## src/design/pfr_pkg.sv

```systemverilog
// ----------------------------------------------------------------------------
// pfr_pkg
// Types, codes and the frame class lookup of the panel frame receiver.
// ----------------------------------------------------------------------------
`default_nettype none

package pfr_pkg;

  localparam logic [1:0] PH_LEN  = 2'd0;
  localparam logic [1:0] PH_CMD  = 2'd1;
  localparam logic [1:0] PH_SUB  = 2'd2;
  localparam logic [1:0] PH_DATA = 2'd3;

  localparam logic [7:0] CMD_INIT    = 8'h00;
  localparam logic [7:0] CMD_ACK     = 8'h40;
  localparam logic [7:0] CMD_PANEL_A = 8'h80;
  localparam logic [7:0] CMD_PANEL_B = 8'h81;
  localparam logic [7:0] CMD_IGNORE  = 8'hFF;

  localparam logic [7:0] SUB_RESET     = 8'h01;
  localparam logic [7:0] SUB_SERIAL    = 8'h02;
  localparam logic [7:0] SUB_TEXT      = 8'h03;
  localparam logic [7:0] SUB_HEARTBEAT = 8'h10;

  localparam logic [7:0] LEN_MIN = 8'd2;

  localparam logic [3:0] CLS_INIT      = 4'd0;
  localparam logic [3:0] CLS_ACK       = 4'd1;
  localparam logic [3:0] CLS_RESET     = 4'd2;
  localparam logic [3:0] CLS_SERIAL    = 4'd3;
  localparam logic [3:0] CLS_TEXT      = 4'd4;
  localparam logic [3:0] CLS_HEARTBEAT = 4'd5;
  localparam logic [3:0] CLS_BAD_SUB   = 4'd6;
  localparam logic [3:0] CLS_IGNORED   = 4'd7;
  localparam logic [3:0] CLS_UNKNOWN   = 4'd8;

  typedef struct packed {
    logic [1:0] phase;
    logic [7:0] remaining;
    logic [7:0] length_seen;
    logic [7:0] command;
    logic [7:0] subcommand;
    logic [7:0] data_seen;
  } pfr_state_t;

  typedef struct packed {
    logic       payload_valid;
    logic [7:0] payload_byte;
    logic [7:0] payload_index;
    logic       frame_done;
    logic       ack_request;
    logic       ack_seen;
    logic [3:0] frame_class;
    logic [7:0] frame_command;
    logic [7:0] frame_subcommand;
    logic [7:0] data_count;
    logic [7:0] frame_length;
  } pfr_result_t;

  function automatic logic [3:0] pfr_classify(input logic [7:0] cmd, input logic [7:0] sub);
    logic [3:0] cls;
    priority if (cmd == CMD_INIT) begin
      cls = CLS_INIT;
    end else if (cmd == CMD_ACK) begin
      cls = CLS_ACK;
    end else if (cmd == CMD_PANEL_A || cmd == CMD_PANEL_B) begin
      priority if (sub == SUB_RESET) begin
        cls = CLS_RESET;
      end else if (sub == SUB_SERIAL) begin
        cls = CLS_SERIAL;
      end else if (sub == SUB_TEXT) begin
        cls = CLS_TEXT;
      end else if (sub == SUB_HEARTBEAT) begin
        cls = CLS_HEARTBEAT;
      end else begin
        cls = CLS_BAD_SUB;
      end
    end else if (cmd == CMD_IGNORE) begin
      cls = CLS_IGNORED;
    end else begin
      cls = CLS_UNKNOWN;
    end
    return cls;
  endfunction

endpackage

`default_nettype wire

```

## src/design/panel_frame_receiver.sv

```systemverilog
// ----------------------------------------------------------------------------
// panel_frame_receiver
// Parses a serial byte stream into panel frames and reports each byte.
// ----------------------------------------------------------------------------
// Usage:
//   Input channel in_valid/in_stall carries one received byte (in_rx_byte)
//   per transfer. Every input transfer yields exactly one result transfer on
//   out_valid/out_stall: data bytes with their index, and at frame end the
//   acknowledge request, ACK-seen flag, class, command, data count and length.
//   The result is registered: the result register holds the result from the
//   clock after the input transfer. Throughput is one byte per cycle while no
//   result waits under out_stall; the parser step between the frame state and
//   the result register is combinational.
//   While a result waits under out_stall, in_stall is raised and the frame
//   state and result hold; a byte is taken in the same cycle the waiting
//   result is taken.
//   Reset (rst_n low, synchronous) empties the result register and returns
//   the parser to expecting a length byte with all counters cleared.
// ----------------------------------------------------------------------------
`default_nettype none

module panel_frame_receiver (
  input  wire logic       clk,
  input  wire logic       rst_n,
  input  wire logic       in_valid,
  output logic            in_stall,
  input  wire logic [7:0] in_rx_byte,
  output logic            out_valid,
  input  wire logic       out_stall,
  output logic            out_payload_valid,
  output logic [7:0]      out_payload_byte,
  output logic [7:0]      out_payload_index,
  output logic            out_frame_done,
  output logic            out_ack_request,
  output logic            out_ack_seen,
  output logic [3:0]      out_frame_class,
  output logic [7:0]      out_frame_command,
  output logic [7:0]      out_frame_subcommand,
  output logic [7:0]      out_data_count,
  output logic [7:0]      out_frame_length
);
  import pfr_pkg::*;

  pfr_state_t  st_r;
  pfr_state_t  st_nxt;
  pfr_result_t res_r;
  pfr_result_t res_nxt;
  logic        out_valid_r;
  logic        in_take;

  assign in_stall = out_valid_r && out_stall;
  assign in_take  = in_valid && !in_stall;

  pfr_parse u_parse (
    .rx_byte (in_rx_byte),
    .st      (st_r),
    .st_nxt  (st_nxt),
    .res     (res_nxt)
  );

  always_ff @(posedge clk) begin
    if (!rst_n) begin
      st_r        <= '0;
      out_valid_r <= 1'b0;
    end else begin
      if (in_take) begin
        st_r <= st_nxt;
      end
      if (in_take) begin
        out_valid_r <= 1'b1;
      end else if (!out_stall) begin
        out_valid_r <= 1'b0;
      end
    end
  end

  always_ff @(posedge clk) begin
    if (in_take) begin
      res_r <= res_nxt;
    end
  end

  assign out_valid            = out_valid_r;
  assign out_payload_valid    = res_r.payload_valid;
  assign out_payload_byte     = res_r.payload_byte;
  assign out_payload_index    = res_r.payload_index;
  assign out_frame_done       = res_r.frame_done;
  assign out_ack_request      = res_r.ack_request;
  assign out_ack_seen         = res_r.ack_seen;
  assign out_frame_class      = res_r.frame_class;
  assign out_frame_command    = res_r.frame_command;
  assign out_frame_subcommand = res_r.frame_subcommand;
  assign out_data_count       = res_r.data_count;
  assign out_frame_length     = res_r.frame_length;

endmodule

`default_nettype wire

```

## src/design/pfr_parse.sv

```systemverilog
// ----------------------------------------------------------------------------
// pfr_parse
// One parser step: next frame state and the result for one received byte.
// ----------------------------------------------------------------------------
`default_nettype none

module pfr_parse (
  input  wire logic [7:0]          rx_byte,
  input  wire pfr_pkg::pfr_state_t st,
  output pfr_pkg::pfr_state_t      st_nxt,
  output pfr_pkg::pfr_result_t     res
);
  import pfr_pkg::*;

  pfr_state_t  s;
  pfr_result_t r;

  always_comb begin
    s = st;
    r = '0;
    unique case (st.phase)
      PH_LEN: begin
        s.remaining   = rx_byte;
        s.length_seen = rx_byte;
        s.phase       = PH_CMD;
      end
      PH_CMD: begin
        s.command   = rx_byte;
        s.phase     = (rx_byte == CMD_PANEL_A || rx_byte == CMD_PANEL_B) ? PH_SUB : PH_DATA;
        s.remaining = st.remaining - 8'd1;
      end
      PH_SUB: begin
        s.subcommand = rx_byte;
        s.phase      = PH_DATA;
        s.remaining  = st.remaining - 8'd1;
      end
      PH_DATA: begin
        r.payload_valid = 1'b1;
        r.payload_byte  = rx_byte;
        r.payload_index = st.data_seen;
        s.data_seen     = st.data_seen + 8'd1;
        s.remaining     = st.remaining - 8'd1;
      end
    endcase

    if (s.remaining < LEN_MIN) begin
      r.frame_done    = 1'b1;
      r.ack_request   = (s.command != CMD_ACK);
      r.ack_seen      = (s.command == CMD_ACK);
      r.frame_class   = pfr_classify(s.command, s.subcommand);
      r.frame_command = s.command;
      r.data_count    = s.data_seen;
      r.frame_length  = s.length_seen;
      s.phase         = PH_LEN;
      s.data_seen     = 8'd0;
      s.command       = CMD_INIT;
    end
    r.frame_subcommand = s.subcommand;

    st_nxt = s;
    res    = r;
  end

endmodule

`default_nettype wire

```

## config.mk

```make
export PLATFORM = sky130hd
export DESIGN_NAME = panel_frame_receiver
export DESIGN_NICKNAME = d
export VERILOG_FILES = /design/src/design/pfr_pkg.sv /design/src/design/panel_frame_receiver.sv /design/src/design/pfr_parse.sv
export SDC_FILE = /design/constraint.sdc
export NUM_CORES = 1
export LEC_CHECK = 0
export BUFFER_PORTS_ARGS = -buffer_cell sky130_fd_sc_hd__buf_4
export CAP_MARGIN = 0
export CORE_MARGIN = 5
export CORE_UTILIZATION = 50
export CTS_BUF_LIST = sky130_fd_sc_hd__clkbuf_4
export DETAILED_ROUTE_END_ITERATION = 7
export PLACE_DENSITY = 0.73
export SYNTH_ARGS = -nofsm -noshare
export SYNTH_HDL_FRONTEND = slang
export SYNTH_SLANG_ARGS = --single-unit
```

## constraint.sdc

```tcl
create_clock -name clk -period 2.9 [get_ports clk]
set_input_delay 0.29 -clock clk [delete_from_list [all_inputs] [get_ports clk]]
set_output_delay 0.29 -clock clk [all_outputs]
set_load 0.02 [all_outputs]
```

==> impl_metrics.ini <==
[hold_path]
hold_path.class = in -> reg
hp-start = in_valid

[finish]
layout_common_cells = buf_4 (78), nand2_1 (63), edfxtp_1 (56)
final-seq-area_mm2 = 0.00254
layout_commonest_cell = buf_4
diodes = 0
multiInputGateArea_mm2 = 0.00185
area_growth_pct = 16.9
final_nets = 536
drive_above_1_share_pct = 21.6
final_core_util_pct = 60.6
nFillCells = 759

[clocking]
clk_pin_slew_ns = 0.15
postCtsSetupRepairBufs = 0
cts_resized = 0
numCtsBuffers = 9
clkSinkCount = 99
hold_buffers = 0
cts_buffer_depth = 2
root_buffer = clkbuf_4
cts_tree = yes
clock_latency_ns = 0.46
htreeDepth = 3

[pwr]
cellLeakagePower_nw = 2.02
power.internal_mw = 2.10
seqPwrFrac_pct = 53.3
combPwrFrac_pct = 22.6
switching_share_pct = 31.4
clockPowerShare_pct = 24.1
power_density_mw_per_mm2 = 573
power_switching_mw = 0.959
ir_worst_vdd_mv = 0.290

[route]
via_count = 3633
ant_nets = 0
first_pass_iters = 5
detail_route.wl_per_cell_um = 16.9
viasPerCell = 5.76
drc = 0
wirelength_mm = 10.6
drtIter0Drc = 222

[synthesis]
syn_inst = 456
async_reset_ff_share_pct = 0
syn_nets = 474
ys_seq_area_share_pct = 55.7
synth_cell_types = 58
syn_avg_cell_area_um2 = 10.0
synth_seq_cells = 99
synth_edf_count = 56
synth_flop_cell = edfxtp_1
synth_area_mm2 = 0.00457
yosysWarnings = 0

[sta]
worst_pin_slew_ns = 0.647
drv_slew = 0
period_needed_ns = 2.62
slew_headroom_pct = 56.9
setup_ws_ns = 0.277
setup_viol = 0
skew_ns = 0.0216
fmax_ghz = 0.381
tns_ns = 0
timing.final.crit_share_pct = 90.4
rsz0062_at_grt = false
final_hold_viol_count = 0

[setup_path]
crit_required_ns = 3.18
critical_path_class = reg -> reg
worstPathMaxFanout = 12
critPathLaunch = st_r[41]
critPathArrivalTime_ns = 2.91
worstReg2RegStart = st_r[41]
endpoint_kind = flop
start_kind = flop

[floorplanning]
die_w_um = 106
io_pins = 70
die_h_um = 106
core_region_area_mm2 = 0.00881
start_util_pct = 51.9
die_area_mm2 = 0.0111
row_count = 34

[place]
dpl_worst_slack_ns = 0.314
dp_hpwl_mm = 7.28
place.gp.congestion = 0.868
io_buffers = 69

[grt]
antenna_found_initial = 0
grt-ovfl-total = 0
grt_pass1_wl_mm = 17.2
grt_max_degree = 42
grt_usage_pct = 19.2
grt_pass1_vias = 3447

[run_status]
status = complete, no violations

[run]
timing.max_cap.violations = 0
[synthesized netlist by cell type, types with 3 or more instances]
master	number	area, um2
inv_1	15	56.3
o21a_1	5	37.5
nand2_1	63	236
o21ai_0	17	85.1
mux2i_1	12	120
a21oi_1	32	160
clkbuf_1	23	86.3
nor3b_1	3	22.5
nor2b_1	5	31.3
and2_1	22	138
ha_1	6	75.1
a211oi_1	3	22.5
nand4_1	5	31.3
dfxtp_1	43	861
nor3_1	9	45.0
edfxtp_1	56	1680
a22oi_1	3	22.5
o22ai_1	7	43.8
nor2_1	42	158
nand2b_1	4	25.0
buf_1	3	11.3
xnor2_1	5	43.8
a31oi_1	8	50.1
nand3_1	21	105
mux2_2	6	67.6
[critical path, stage by stage (launching register included)]
cell	delay, ns
dfxtp_1	0.37
inv_1	0.11
ha_1	0.43
nor2_1	0.09
and4_1	0.22
nor3_2	0.31
o2111ai_2	0.42
nand2b_1	0.32
a311oi_1	0.21
[power groups by stage]
stage / logic [mW] / clock network, mW / registers (mW)
3_3_place_gp: 0.668 / 0 / 1.66
5_1_grt: 0.756 / 0.814 / 1.64
4_1_cts: 0.689 / 0.758 / 1.63
6_report: 0.691 / 0.736 / 1.63
3_5_place_dp: 0.686 / 0 / 1.66
2_1_floorplan: 0.425 / 0 / 1.71
[cell type report]
| cell class | instances | share of cell area (%) |
|---|---|---|
| Tap cell | 108 | 2.53 |
| Timing Repair Buffer | 79 | 11.3 |
| Inverter | 17 | 1.19 |
| Sequential cell | 99 | 47.6 |
| Multi-Input combinational cell | 312 | 34.7 |
| Clock buffer | 9 | 1.27 |
| Clock inverter | 7 | 1.38 |
[sequential cells by signal, indices dropped and copies added (netlist names), 4 cells and up]
name                  cells
st_r                     42
out_data_count            8
out_frame_command         8
out_frame_length          8
out_frame_subcommand      8
out_payload_byte          8
out_payload_index         8
out_frame_class           4
[cell families after synthesis]
kind of cell / count (synthesis) / share of synthesized area (%)
compound gates: 92 / 13.2
fa+ha+maj: 6 / 1.64
mux: 18 / 4.11
xor+xnor: 6 / 1.15
buf+inv: 45 / 3.81
simple gates: 190 / 20.5
flops: 99 / 55.7
[per-layer routing]
metal	GRT usage (%)	share of wire [%]
met3	3.79	7.5
met5	0	0
met2	31.4	48
met4	6.57	1.2
met1	25.8	43
[final timing paths]
| check | to | slack (ns) | cells past startpoint |
|---|---|---|---|
| min reg2reg | st_r[30] | 0.47 | 2 |
| max | out_frame_class[1] | 0.28 | 8 |
| min | out_valid | 0.04 | 2 |
| max reg2reg | out_frame_class[1] | 0.28 | 8 |
[per-stage QoR]
step           instances  power, mW  instance area (um2)  hold slack (ns)
6_report             631       3.06                 5340           0.0444
4_1_cts              631       3.08                 5340           0.0199
5_1_grt              631       3.21                 5340           0.0156
3_5_place_dp         615       2.35                 5200            0.455
3_3_place_gp         615       2.32                 5200            0.440
2_1_floorplan        456       2.14                 4570            0.414
Power figures use the tool's default switching activity.
